`src/hw/rtl/rdds_pkg.sv`:
```
package rdds_pkg;

    localparam int POSITION_WIDTH = 32;
    localparam int RATE_WIDTH     = 21;

    localparam int REQ_WIDTH      = 2;
    localparam int VEL_WIDTH      = 16;
    localparam int VEL_FRAC_BITS  = 12;
    localparam int ACCEL_WIDTH    = 16;
    localparam int MAX_RATE_WIDTH = 20;
    localparam int PHASE_WIDTH    = 21;
    localparam int VSCALE_WIDTH   = 20;
    localparam int TIMEOUT_WIDTH  = 16;
    localparam int MS_WIDTH       = 16;

    localparam int CFG_INDEX_WIDTH = 3;
    localparam int CFG_DATA_WIDTH  = 21;

    localparam int MAG_WIDTH  = RATE_WIDTH - 1;
    localparam int PROD_WIDTH = VEL_WIDTH + VSCALE_WIDTH;
    localparam int RAMP_WIDTH =
        ((RATE_WIDTH > ACCEL_WIDTH) ? RATE_WIDTH : ACCEL_WIDTH + 1) + 1;
    localparam int SUM_WIDTH  =
        ((PHASE_WIDTH > MAG_WIDTH) ? PHASE_WIDTH : MAG_WIDTH) + 1;

    localparam logic [ACCEL_WIDTH-1:0]    ACCEL_RESET    = ACCEL_WIDTH'(1);
    localparam logic [MAX_RATE_WIDTH-1:0] MAX_RATE_RESET = MAX_RATE_WIDTH'(50000);
    localparam logic [PHASE_WIDTH-1:0]    MODULUS_RESET  = PHASE_WIDTH'(100000);
    localparam logic [VSCALE_WIDTH-1:0]   VSCALE_RESET   = VSCALE_WIDTH'(10000);
    localparam logic [TIMEOUT_WIDTH-1:0]  TIMEOUT_RESET  = TIMEOUT_WIDTH'(150);

    // largest magnitude the rate word holds
    localparam logic [PROD_WIDTH-1:0] RATE_LIMIT =
        PROD_WIDTH'((64'd1 << (RATE_WIDTH - 1)) - 64'd1);

    typedef logic signed [RATE_WIDTH-1:0] rate_t;

    typedef enum logic [REQ_WIDTH-1:0] {
        REQ_STEP_TICK = 2'd0,
        REQ_VELOCITY  = 2'd1,
        REQ_MS_TICK   = 2'd2,
        REQ_HALT      = 2'd3
    } req_type_t;

    typedef enum logic [CFG_INDEX_WIDTH-1:0] {
        CFG_ACCEL_STEP     = 3'd0,
        CFG_MAX_RATE       = 3'd1,
        CFG_PHASE_MODULUS  = 3'd2,
        CFG_VELOCITY_SCALE = 3'd3,
        CFG_STALE_TIMEOUT  = 3'd4
    } cfg_index_t;

    typedef struct packed {
        rate_t                  rate;
        logic [PHASE_WIDTH-1:0] phase;
        logic                   moving;
        logic                   fwd;
        logic                   pulse;
    } tick_res_t;

endpackage

```
`src/hw/rtl/rdds_scale.sv`:
```
module rdds_scale (
    input  logic signed [rdds_pkg::VEL_WIDTH-1:0]      velocity_cmd,
    input  logic        [rdds_pkg::VSCALE_WIDTH-1:0]   velocity_scale,
    input  logic        [rdds_pkg::MAX_RATE_WIDTH-1:0] max_rate,
    output rdds_pkg::rate_t                            target
);

    logic                                neg;
    logic [rdds_pkg::VEL_WIDTH-1:0]      vel_mag;
    logic [rdds_pkg::PROD_WIDTH-1:0]     prod;
    logic [rdds_pkg::PROD_WIDTH-1:0]     quot;
    logic [rdds_pkg::PROD_WIDTH-1:0]     lim;
    logic [rdds_pkg::PROD_WIDTH-1:0]     mag;
    rdds_pkg::rate_t                     mag_r;

    always_comb begin
        neg     = velocity_cmd[rdds_pkg::VEL_WIDTH-1];
        vel_mag = neg ? rdds_pkg::VEL_WIDTH'(-velocity_cmd)
                      : rdds_pkg::VEL_WIDTH'(velocity_cmd);
        prod    = rdds_pkg::PROD_WIDTH'(vel_mag) * rdds_pkg::PROD_WIDTH'(velocity_scale);
        // magnitude shift truncates toward zero
        quot    = prod >> rdds_pkg::VEL_FRAC_BITS;
        lim     = rdds_pkg::PROD_WIDTH'(max_rate);
        if (lim > rdds_pkg::RATE_LIMIT) begin
            lim = rdds_pkg::RATE_LIMIT;
        end
        mag     = (quot > lim) ? lim : quot;
        mag_r   = rdds_pkg::RATE_WIDTH'(mag);
        target  = neg ? -mag_r : mag_r;
    end

endmodule

```
`src/hw/rtl/rdds_tick.sv`:
```
module rdds_tick (
    input  rdds_pkg::rate_t                         cur_rate,
    input  rdds_pkg::rate_t                         tgt_rate,
    input  logic [rdds_pkg::PHASE_WIDTH-1:0]        phase,
    input  logic [rdds_pkg::ACCEL_WIDTH-1:0]        accel_step,
    input  logic [rdds_pkg::PHASE_WIDTH-1:0]        phase_modulus,
    output rdds_pkg::tick_res_t                     res
);

    logic signed [rdds_pkg::RAMP_WIDTH-1:0] cur_w;
    logic signed [rdds_pkg::RAMP_WIDTH-1:0] tgt_w;
    logic signed [rdds_pkg::RAMP_WIDTH-1:0] acc_w;
    logic signed [rdds_pkg::RAMP_WIDTH-1:0] up;
    logic signed [rdds_pkg::RAMP_WIDTH-1:0] dn;
    logic signed [rdds_pkg::RAMP_WIDTH-1:0] ramped;
    rdds_pkg::rate_t                        rate_new;
    logic [rdds_pkg::MAG_WIDTH-1:0]         mag;
    logic [rdds_pkg::PHASE_WIDTH-1:0]       modv;
    logic [rdds_pkg::SUM_WIDTH-1:0]         mod_w;
    logic [rdds_pkg::SUM_WIDTH-1:0]         sum;
    logic [rdds_pkg::SUM_WIDTH-1:0]         wrapped;
    logic [rdds_pkg::SUM_WIDTH-1:0]         sat;
    logic                                   ovf;

    always_comb begin
        cur_w = rdds_pkg::RAMP_WIDTH'(cur_rate);
        tgt_w = rdds_pkg::RAMP_WIDTH'(tgt_rate);
        acc_w = rdds_pkg::RAMP_WIDTH'(accel_step);
        up    = cur_w + acc_w;
        dn    = cur_w - acc_w;
        priority if (cur_w < tgt_w) begin
            ramped = (up > tgt_w) ? tgt_w : up;
        end else if (cur_w > tgt_w) begin
            ramped = (dn < tgt_w) ? tgt_w : dn;
        end else begin
            ramped = cur_w;
        end
        rate_new = rdds_pkg::RATE_WIDTH'(ramped);

        mag   = rate_new[rdds_pkg::RATE_WIDTH-1] ? rdds_pkg::MAG_WIDTH'(-rate_new)
                                                 : rdds_pkg::MAG_WIDTH'(rate_new);
        modv  = (phase_modulus == '0) ? rdds_pkg::PHASE_WIDTH'(1) : phase_modulus;
        mod_w = rdds_pkg::SUM_WIDTH'(modv);
        sum   = rdds_pkg::SUM_WIDTH'(phase) + rdds_pkg::SUM_WIDTH'(mag);
        ovf   = (sum >= mod_w);
        wrapped = ovf ? (sum - mod_w) : sum;
        // excess rate beyond one pulse per tick is dropped
        sat   = (wrapped >= mod_w) ? (mod_w - rdds_pkg::SUM_WIDTH'(1)) : wrapped;

        res.rate   = rate_new;
        res.moving = (rate_new != '0);
        res.fwd    = ~rate_new[rdds_pkg::RATE_WIDTH-1];
        res.phase  = rdds_pkg::PHASE_WIDTH'(sat);
        res.pulse  = res.moving & ovf;
    end

endmodule

```
`src/hw/rtl/ramped_dds_step_generator_unit.sv`:
```
// Ramped DDS step pulse generator.
// Request channel (s_*): valid/ready, one request per transfer: step tick,
// velocity command, millisecond tick or halt; velocity_cmd matters only for a
// velocity command. Result channel (m_*): valid/ready, exactly one result per
// request: step pulse flag, direction, position, current rate and a flag set
// when the staleness watchdog zeroed the target on that request.
// Configuration channel (cfg_*): always ready; index 0..4 selects accel step,
// max rate, phase modulus, velocity scale, stale timeout. Other indices are
// ignored. Write only while no request is in flight.
// Path: a request accepted into the input register then passes the state/result
// register, where its result becomes valid. Throughput is one request per cycle
// while results are taken; the ramp, phase add and wrap of a step tick, or the
// 16x20 multiply and clamp of a velocity command, are combinational.
// Reset (aresetn low, synchronous) clears rate, target, phase, position,
// direction (reverse) and the watchdog count, and restores register defaults.
// When the receiver stalls, the result holds and the input register fills;
// s_ready then drops until the result is taken. Nothing is dropped.
module ramped_dds_step_generator_unit (
    input  logic                                          aclk,
    input  logic                                          aresetn,
    input  logic                                          s_valid,
    output logic                                          s_ready,
    input  logic [rdds_pkg::REQ_WIDTH-1:0]                s_req_type,
    input  logic signed [rdds_pkg::VEL_WIDTH-1:0]         s_velocity_cmd,
    output logic                                          m_valid,
    input  logic                                          m_ready,
    output logic                                          m_step_pulse,
    output logic                                          m_direction,
    output logic signed [rdds_pkg::POSITION_WIDTH-1:0]    m_position_out,
    output logic signed [rdds_pkg::RATE_WIDTH-1:0]        m_rate_out,
    output logic                                          m_stale_halt,
    input  logic                                          cfg_valid,
    output logic                                          cfg_ready,
    input  logic [rdds_pkg::CFG_INDEX_WIDTH-1:0]          cfg_index,
    input  logic [rdds_pkg::CFG_DATA_WIDTH-1:0]           cfg_data
);

    logic                                   in_valid_reg, in_valid_next;
    rdds_pkg::req_type_t                    in_req_reg, in_req_next;
    logic signed [rdds_pkg::VEL_WIDTH-1:0]  in_vel_reg, in_vel_next;

    logic                                   out_valid_reg, out_valid_next;
    logic                                   out_pulse_reg, out_pulse_next;
    logic                                   out_stale_reg, out_stale_next;

    rdds_pkg::rate_t                        cur_rate_reg, cur_rate_next;
    rdds_pkg::rate_t                        tgt_rate_reg, tgt_rate_next;
    logic [rdds_pkg::PHASE_WIDTH-1:0]       phase_reg, phase_next;
    logic [rdds_pkg::POSITION_WIDTH-1:0]    pos_reg, pos_next;
    logic                                   dir_reg, dir_next;
    logic [rdds_pkg::MS_WIDTH-1:0]          ms_cnt_reg, ms_cnt_next;

    logic [rdds_pkg::ACCEL_WIDTH-1:0]       accel_reg, accel_next;
    logic [rdds_pkg::MAX_RATE_WIDTH-1:0]    max_rate_reg, max_rate_next;
    logic [rdds_pkg::PHASE_WIDTH-1:0]       modulus_reg, modulus_next;
    logic [rdds_pkg::VSCALE_WIDTH-1:0]      vscale_reg, vscale_next;
    logic [rdds_pkg::TIMEOUT_WIDTH-1:0]     timeout_reg, timeout_next;

    logic                                   fire;
    logic [rdds_pkg::MS_WIDTH-1:0]          ms_inc;
    rdds_pkg::rate_t                        scaled;
    rdds_pkg::tick_res_t                    tick;

    rdds_scale u_scale (
        .velocity_cmd   (in_vel_reg),
        .velocity_scale (vscale_reg),
        .max_rate       (max_rate_reg),
        .target         (scaled)
    );

    rdds_tick u_tick (
        .cur_rate      (cur_rate_reg),
        .tgt_rate      (tgt_rate_reg),
        .phase         (phase_reg),
        .accel_step    (accel_reg),
        .phase_modulus (modulus_reg),
        .res           (tick)
    );

    assign fire      = in_valid_reg & (~out_valid_reg | m_ready);
    assign s_ready   = ~in_valid_reg | fire;
    assign cfg_ready = 1'b1;

    assign m_valid        = out_valid_reg;
    assign m_step_pulse   = out_pulse_reg;
    assign m_stale_halt   = out_stale_reg;
    assign m_direction    = dir_reg;
    assign m_position_out = pos_reg;
    assign m_rate_out     = cur_rate_reg;

    always_comb begin
        in_valid_next = s_ready ? s_valid : in_valid_reg;
        in_req_next   = in_req_reg;
        in_vel_next   = in_vel_reg;
        if (s_valid && s_ready) begin
            in_req_next = rdds_pkg::req_type_t'(s_req_type);
            in_vel_next = s_velocity_cmd;
        end
    end

    always_comb begin
        accel_next    = accel_reg;
        max_rate_next = max_rate_reg;
        modulus_next  = modulus_reg;
        vscale_next   = vscale_reg;
        timeout_next  = timeout_reg;
        if (cfg_valid && cfg_ready) begin
            unique case (cfg_index)
                rdds_pkg::CFG_ACCEL_STEP: begin
                    accel_next = rdds_pkg::ACCEL_WIDTH'(cfg_data);
                end
                rdds_pkg::CFG_MAX_RATE: begin
                    max_rate_next = rdds_pkg::MAX_RATE_WIDTH'(cfg_data);
                end
                rdds_pkg::CFG_PHASE_MODULUS: begin
                    modulus_next = rdds_pkg::PHASE_WIDTH'(cfg_data);
                end
                rdds_pkg::CFG_VELOCITY_SCALE: begin
                    vscale_next = rdds_pkg::VSCALE_WIDTH'(cfg_data);
                end
                rdds_pkg::CFG_STALE_TIMEOUT: begin
                    timeout_next = rdds_pkg::TIMEOUT_WIDTH'(cfg_data);
                end
                default: begin
                end
            endcase
        end
    end

    always_comb begin
        cur_rate_next  = cur_rate_reg;
        tgt_rate_next  = tgt_rate_reg;
        phase_next     = phase_reg;
        pos_next       = pos_reg;
        dir_next       = dir_reg;
        ms_cnt_next    = ms_cnt_reg;
        out_pulse_next = out_pulse_reg;
        out_stale_next = out_stale_reg;
        out_valid_next = m_ready ? 1'b0 : out_valid_reg;
        ms_inc = (ms_cnt_reg == '1) ? ms_cnt_reg : ms_cnt_reg + rdds_pkg::MS_WIDTH'(1);

        if (fire) begin
            out_valid_next = 1'b1;
            out_pulse_next = 1'b0;
            out_stale_next = 1'b0;
            unique case (in_req_reg)
                rdds_pkg::REQ_STEP_TICK: begin
                    cur_rate_next = tick.rate;
                    if (tick.moving) begin
                        dir_next   = tick.fwd;
                        phase_next = tick.phase;
                    end
                    if (tick.pulse) begin
                        out_pulse_next = 1'b1;
                        pos_next = tick.fwd ? pos_reg + rdds_pkg::POSITION_WIDTH'(1)
                                            : pos_reg - rdds_pkg::POSITION_WIDTH'(1);
                    end
                end
                rdds_pkg::REQ_VELOCITY: begin
                    tgt_rate_next = scaled;
                    ms_cnt_next   = '0;
                end
                rdds_pkg::REQ_MS_TICK: begin
                    ms_cnt_next = ms_inc;
                    if (ms_inc > timeout_reg && tgt_rate_reg != '0) begin
                        tgt_rate_next  = '0;
                        out_stale_next = 1'b1;
                    end
                end
                rdds_pkg::REQ_HALT: begin
                    tgt_rate_next = '0;
                end
            endcase
        end
    end

    always_ff @(posedge aclk) begin
        if (!aresetn) begin
            in_valid_reg  <= 1'b0;
            out_valid_reg <= 1'b0;
            out_pulse_reg <= 1'b0;
            out_stale_reg <= 1'b0;
            cur_rate_reg  <= '0;
            tgt_rate_reg  <= '0;
            phase_reg     <= '0;
            pos_reg       <= '0;
            dir_reg       <= 1'b0;
            ms_cnt_reg    <= '0;
            accel_reg     <= rdds_pkg::ACCEL_RESET;
            max_rate_reg  <= rdds_pkg::MAX_RATE_RESET;
            modulus_reg   <= rdds_pkg::MODULUS_RESET;
            vscale_reg    <= rdds_pkg::VSCALE_RESET;
            timeout_reg   <= rdds_pkg::TIMEOUT_RESET;
        end else begin
            in_valid_reg  <= in_valid_next;
            out_valid_reg <= out_valid_next;
            out_pulse_reg <= out_pulse_next;
            out_stale_reg <= out_stale_next;
            cur_rate_reg  <= cur_rate_next;
            tgt_rate_reg  <= tgt_rate_next;
            phase_reg     <= phase_next;
            pos_reg       <= pos_next;
            dir_reg       <= dir_next;
            ms_cnt_reg    <= ms_cnt_next;
            accel_reg     <= accel_next;
            max_rate_reg  <= max_rate_next;
            modulus_reg   <= modulus_next;
            vscale_reg    <= vscale_next;
            timeout_reg   <= timeout_next;
        end
    end

    always_ff @(posedge aclk) begin
        in_req_reg <= in_req_next;
        in_vel_reg <= in_vel_next;
    end

endmodule

```
`config.mk`:
```
export PLATFORM = sky130hd
export DESIGN_NAME = ramped_dds_step_generator_unit
export DESIGN_NICKNAME = d
export VERILOG_FILES = /design/src/hw/rtl/rdds_pkg.sv /design/src/hw/rtl/rdds_scale.sv /design/src/hw/rtl/rdds_tick.sv /design/src/hw/rtl/ramped_dds_step_generator_unit.sv
export SDC_FILE = /design/constraint.sdc
export NUM_CORES = 2
export LEC_CHECK = 0
export BUFFER_PORTS_ARGS = -buffer_cell sky130_fd_sc_hd__buf_2
export CORE_MARGIN = 2
export CORE_UTILIZATION = 50
export CTS_CLUSTER_DIAMETER = 150
export DETAILED_ROUTE_END_ITERATION = 10
export PLACE_DENSITY = 0.71
export REMOVE_ABC_BUFFERS = 1
export SETUP_SLACK_MARGIN = 0.5
export SYNTH_ARGS = -nofsm -noshare
export SYNTH_HDL_FRONTEND = slang
export SYNTH_SLANG_ARGS = --single-unit
```
`constraint.sdc`:
```
create_clock -name aclk -period 18.7 [get_ports aclk]
set_input_delay 0.935 -clock aclk [delete_from_list [all_inputs] [get_ports aclk]]
set_output_delay 0.935 -clock aclk [all_outputs]
set_load 0.03 [all_outputs]
```
==> impl_metrics.env <==
export IMPL_all_layer_global_routing_usage_pct=28.2
export IMPL_cts_root_buffer_cell="sky130_fd_sc_hd__clkbuf_16"
export IMPL_starting_utilization_of_the_core_area_pct=50.6
export IMPL_floorplan_rows=89
export IMPL_synth_seq_cells=227
export IMPL_hold_buf_count_cts=0
export IMPL_clk_pin_slew_worst_paths_ps=60
export IMPL_cts_htree_levels=1
export IMPL_cts_setup_buffers=0
export IMPL_cts_repair_resized=0
export IMPL_ys_warn_count=0
export IMPL_design_final_nets=4378
export IMPL_postSynthCellCount=3752
export IMPL_layout_drive_gt1_share_pct=6.39
export IMPL_mappedNetlistArea_mm2=0.0299
export IMPL_cts_num_sinks=227
export IMPL_critical_path_max_stage_delay_ps=820
export IMPL_ff2ff_path_depth=51
export IMPL_multi_input_comb_area_mm2=0.0229
export IMPL_wire_length_of_the_first_global_routing_pass_um=142000
export IMPL_cts_buffers=27
export IMPL_setup_total_negative_slack_ps=0
export IMPL_largest_register_ff_count=32
export IMPL_worst_skew_pair_late_latency_ps=580
export IMPL_die_height_um=248
export IMPL_antenna_found_initial=6
export IMPL_die_x_um=248
export IMPL_critical_path_capture_point_type="register"
export IMPL_setup_worst_path_start_class="register"
export IMPL_worst_path_max_fanout=38
export IMPL_drt_drc_violations_left=0
export IMPL_post_synth_main_area_contributors="sky130_fd_sc_hd__fa_1 17%, sky130_fd_sc_hd__ha_1 14%, sky130_fd_sc_hd__dfxtp_1 14%, sky130_fd_sc_hd__nand2_1 6.8%, sky130_fd_sc_hd__inv_1 5.2%"
export IMPL_area_growth_pct=6.32
export IMPL_path_common_cell="sky130_fd_sc_hd__nand2_1"
export IMPL_detail_route_vias_per_cell=5.90
export IMPL_postSynth_asyncResetShare_pct=0
export IMPL_cp_data_required_time_ps=19120
export IMPL_routed_wirelength_um=87900
export IMPL_syn_mean_instance_area_um2=7.96
export IMPL_design_core_area_mm2=0.0590
export IMPL_postSynth_topFlopCell="sky130_fd_sc_hd__dfxtp_1"
export IMPL_grt_start_max_net_pins=92
export IMPL_skew_ps=31.7
export IMPL_holdCritPathClass="register to register"
export IMPL_drtPass1Iterations=6
export IMPL_final_setup_viol_count=0
export IMPL_hold_viol_final=0
export IMPL_post_synth_top_area_cell="sky130_fd_sc_hd__fa_1"
export IMPL_crit_path_kind="register to register"
export IMPL_maxClockFrequency_ghz=0.0712
export IMPL_final_period_minus_worst_setup_slack_ps=14040
export IMPL_max_slew_worst_pin_slew_ps=1050
export IMPL_grt_ovfl_total=0
export IMPL_yosysSeqAreaShare_pct=15.8
export IMPL_final_min_period_over_clock_period_pct=75.1
export IMPL_dp_final_hpwl_um=67600
export IMPL_drt_initial_drc_count=2188
export IMPL_port_buffers=104
export IMPL_critPathArrivalTime_ps=14470
export IMPL_area_sequential_mm2=0.00472
export IMPL_whs_path_depth=2
export IMPL_fillCellCount=5686
export IMPL_netlist_cell_type_count=93
export IMPL_cts_tree="done"
export IMPL_rsz0062_at_grt="false"
export IMPL_synth_edf_count=18
export IMPL_final_max_slew_viol_count=0
export IMPL_ant_nets=0
export IMPL_io_pin_count=106
export IMPL_maxCapViolations=0
export IMPL_first_global_vias=25900
export IMPL_finalWeightedCongestion=0.944
export IMPL_vias=26700
export IMPL_die_area_mm2=0.0617
export IMPL_worst_slew_margin_rel_pct=29.8
export IMPL_detail_route_wl_per_cell_um=19.4
export IMPL_slowest_cell_on_the_critical_path="sky130_fd_sc_hd__and2_1"
export IMPL_cts_path_max_buffers=3
export IMPL_run_status="completed"
export IMPL_synth_top_cell_area_share_pct=17.0
-- cells in the mapped netlist (9+ instances only) --
cell                        instances
sky130_fd_sc_hd__a211oi_1          42
sky130_fd_sc_hd__a21o_1            61
sky130_fd_sc_hd__a21oi_1          290
sky130_fd_sc_hd__a22oi_1           15
sky130_fd_sc_hd__a311oi_1          11
sky130_fd_sc_hd__a31oi_1           36
sky130_fd_sc_hd__and2_1            81
sky130_fd_sc_hd__and3_1            26
sky130_fd_sc_hd__and4_1             9
sky130_fd_sc_hd__buf_1             15
sky130_fd_sc_hd__buf_2             12
sky130_fd_sc_hd__clkbuf_1         148
sky130_fd_sc_hd__dfxtp_1          209
sky130_fd_sc_hd__edfxtp_1          18
sky130_fd_sc_hd__fa_1             254
sky130_fd_sc_hd__ha_1             339
sky130_fd_sc_hd__inv_1            413
sky130_fd_sc_hd__mux2_2            11
sky130_fd_sc_hd__mux2i_1           25
sky130_fd_sc_hd__nand2_1          543
sky130_fd_sc_hd__nand2b_1          34
sky130_fd_sc_hd__nand3_1           94
sky130_fd_sc_hd__nand4_1           43
sky130_fd_sc_hd__nor2_1           203
sky130_fd_sc_hd__nor2b_1           70
sky130_fd_sc_hd__nor3_1            62
sky130_fd_sc_hd__nor4_1            19
sky130_fd_sc_hd__o211ai_1          40
sky130_fd_sc_hd__o21a_1            38
sky130_fd_sc_hd__o21ai_0          127
sky130_fd_sc_hd__o21ai_1           15
sky130_fd_sc_hd__o21bai_1          15
sky130_fd_sc_hd__o2bb2ai_1         15
sky130_fd_sc_hd__o31ai_1           26
sky130_fd_sc_hd__or2_2              9
sky130_fd_sc_hd__or3_1             27
sky130_fd_sc_hd__or4_1             12
sky130_fd_sc_hd__xnor2_1          152
sky130_fd_sc_hd__xor2_1            40
-- cells by family after synthesis --
| family | Yosys count | synth area share [%] |
|---|---|---|
| AO/OA/AOI/OAI | 849 | 18.6 |
| XOR/XNOR | 192 | 5.63 |
| adder cells (fa/ha/maj) | 593 | 31.2 |
| buffers and inverters | 596 | 7.70 |
| flip-flops | 227 | 15.8 |
| multiplexers | 36 | 1.25 |
| other | 1 | 0.0126 |
| AND/OR/NAND/NOR | 1258 | 19.8 |
-- cell usage in the layout, fill, tap and decap left out, types with 18 or more instances in the layout --
cell type,count
sky130_fd_sc_hd__o31ai_1,26
sky130_fd_sc_hd__nand2_1,542
sky130_fd_sc_hd__mux2i_1,25
sky130_fd_sc_hd__nand4_1,43
sky130_fd_sc_hd__nor3_1,62
sky130_fd_sc_hd__ha_1,339
sky130_fd_sc_hd__dfxtp_1,209
sky130_fd_sc_hd__nor4_1,18
sky130_fd_sc_hd__edfxtp_1,18
sky130_fd_sc_hd__and2_1,82
sky130_fd_sc_hd__o21ai_0,127
sky130_fd_sc_hd__nand2b_1,34
sky130_fd_sc_hd__inv_1,413
sky130_fd_sc_hd__nor2b_1,70
sky130_fd_sc_hd__buf_4,35
sky130_fd_sc_hd__a211oi_1,42
sky130_fd_sc_hd__a21o_1,61
sky130_fd_sc_hd__nor2_1,203
sky130_fd_sc_hd__a31oi_1,36
sky130_fd_sc_hd__o211ai_1,40
sky130_fd_sc_hd__or3_1,27
sky130_fd_sc_hd__xor2_1,40
sky130_fd_sc_hd__fa_1,254
sky130_fd_sc_hd__and3_1,26
sky130_fd_sc_hd__o21a_1,37
sky130_fd_sc_hd__xnor2_1,152
sky130_fd_sc_hd__buf_2,104
sky130_fd_sc_hd__nand3_1,94
sky130_fd_sc_hd__clkbuf_16,27
sky130_fd_sc_hd__a21oi_1,289
-- metrics by stage --
stage | setup slack (ps) | hold WS, ps | instances | instance area, um^2 | utilization, %
after global routing | 3610 | 477 | 4532 | 31800 | 53.8
after global placement | 5200 | 443 | 4482 | 30900 | 52.4
after CTS | 4830 | 461 | 4531 | 31800 | 53.8
final | 4660 | 459 | 4533 | 31800 | 53.8
after detailed placement | 4910 | 451 | 4482 | 30900 | 52.4
after floorplan | 4440 | 436 | 3570 | 29100 | -
-- layout make-up --
class                   instances  area share, %
flip-flops and latches        227           14.9
inverters                     414           4.91
well taps                     773           3.05
repair buffers                139           2.47
multi-input cells            2929           72.1
clock buffers                  39           2.43
clock inverters                10          0.181
diodes                          2         0.0158
-- path summary, 6_finish.rpt --
check                startpoint            end  slack (ps)
hold reg to reg   phase_reg[13]  phase_reg[13]         460
hold / removal    phase_reg[13]  phase_reg[13]         460
setup reg to reg   accel_reg[1]   phase_reg[8]        4660
setup / recovery   accel_reg[1]   phase_reg[8]        4660
-- worst max-delay path, delay by kind of cell, from the launching register on --
kind | cells | cell delay [ps]
XOR/XNOR | 2 | 460
flip-flops | 1 | 410
adder cells (fa/ha/maj) | 5 | 1510
AND/OR/NAND/NOR | 12 | 2830
AO/OA/AOI/OAI | 27 | 6840
buffers and inverters | 3 | 890
multiplexers | 2 | 900
-- layer usage --
layer	GRT usage, %	routed length [um]
met1	40.9	39700
met2	43.9	38900
met3	3.85	6700
met4	7.87	2530
met5	0	30
Power is left out: the tool's default activity adds up to more than one toggle a clock period on the data nets, which glitch-free logic cannot reach.
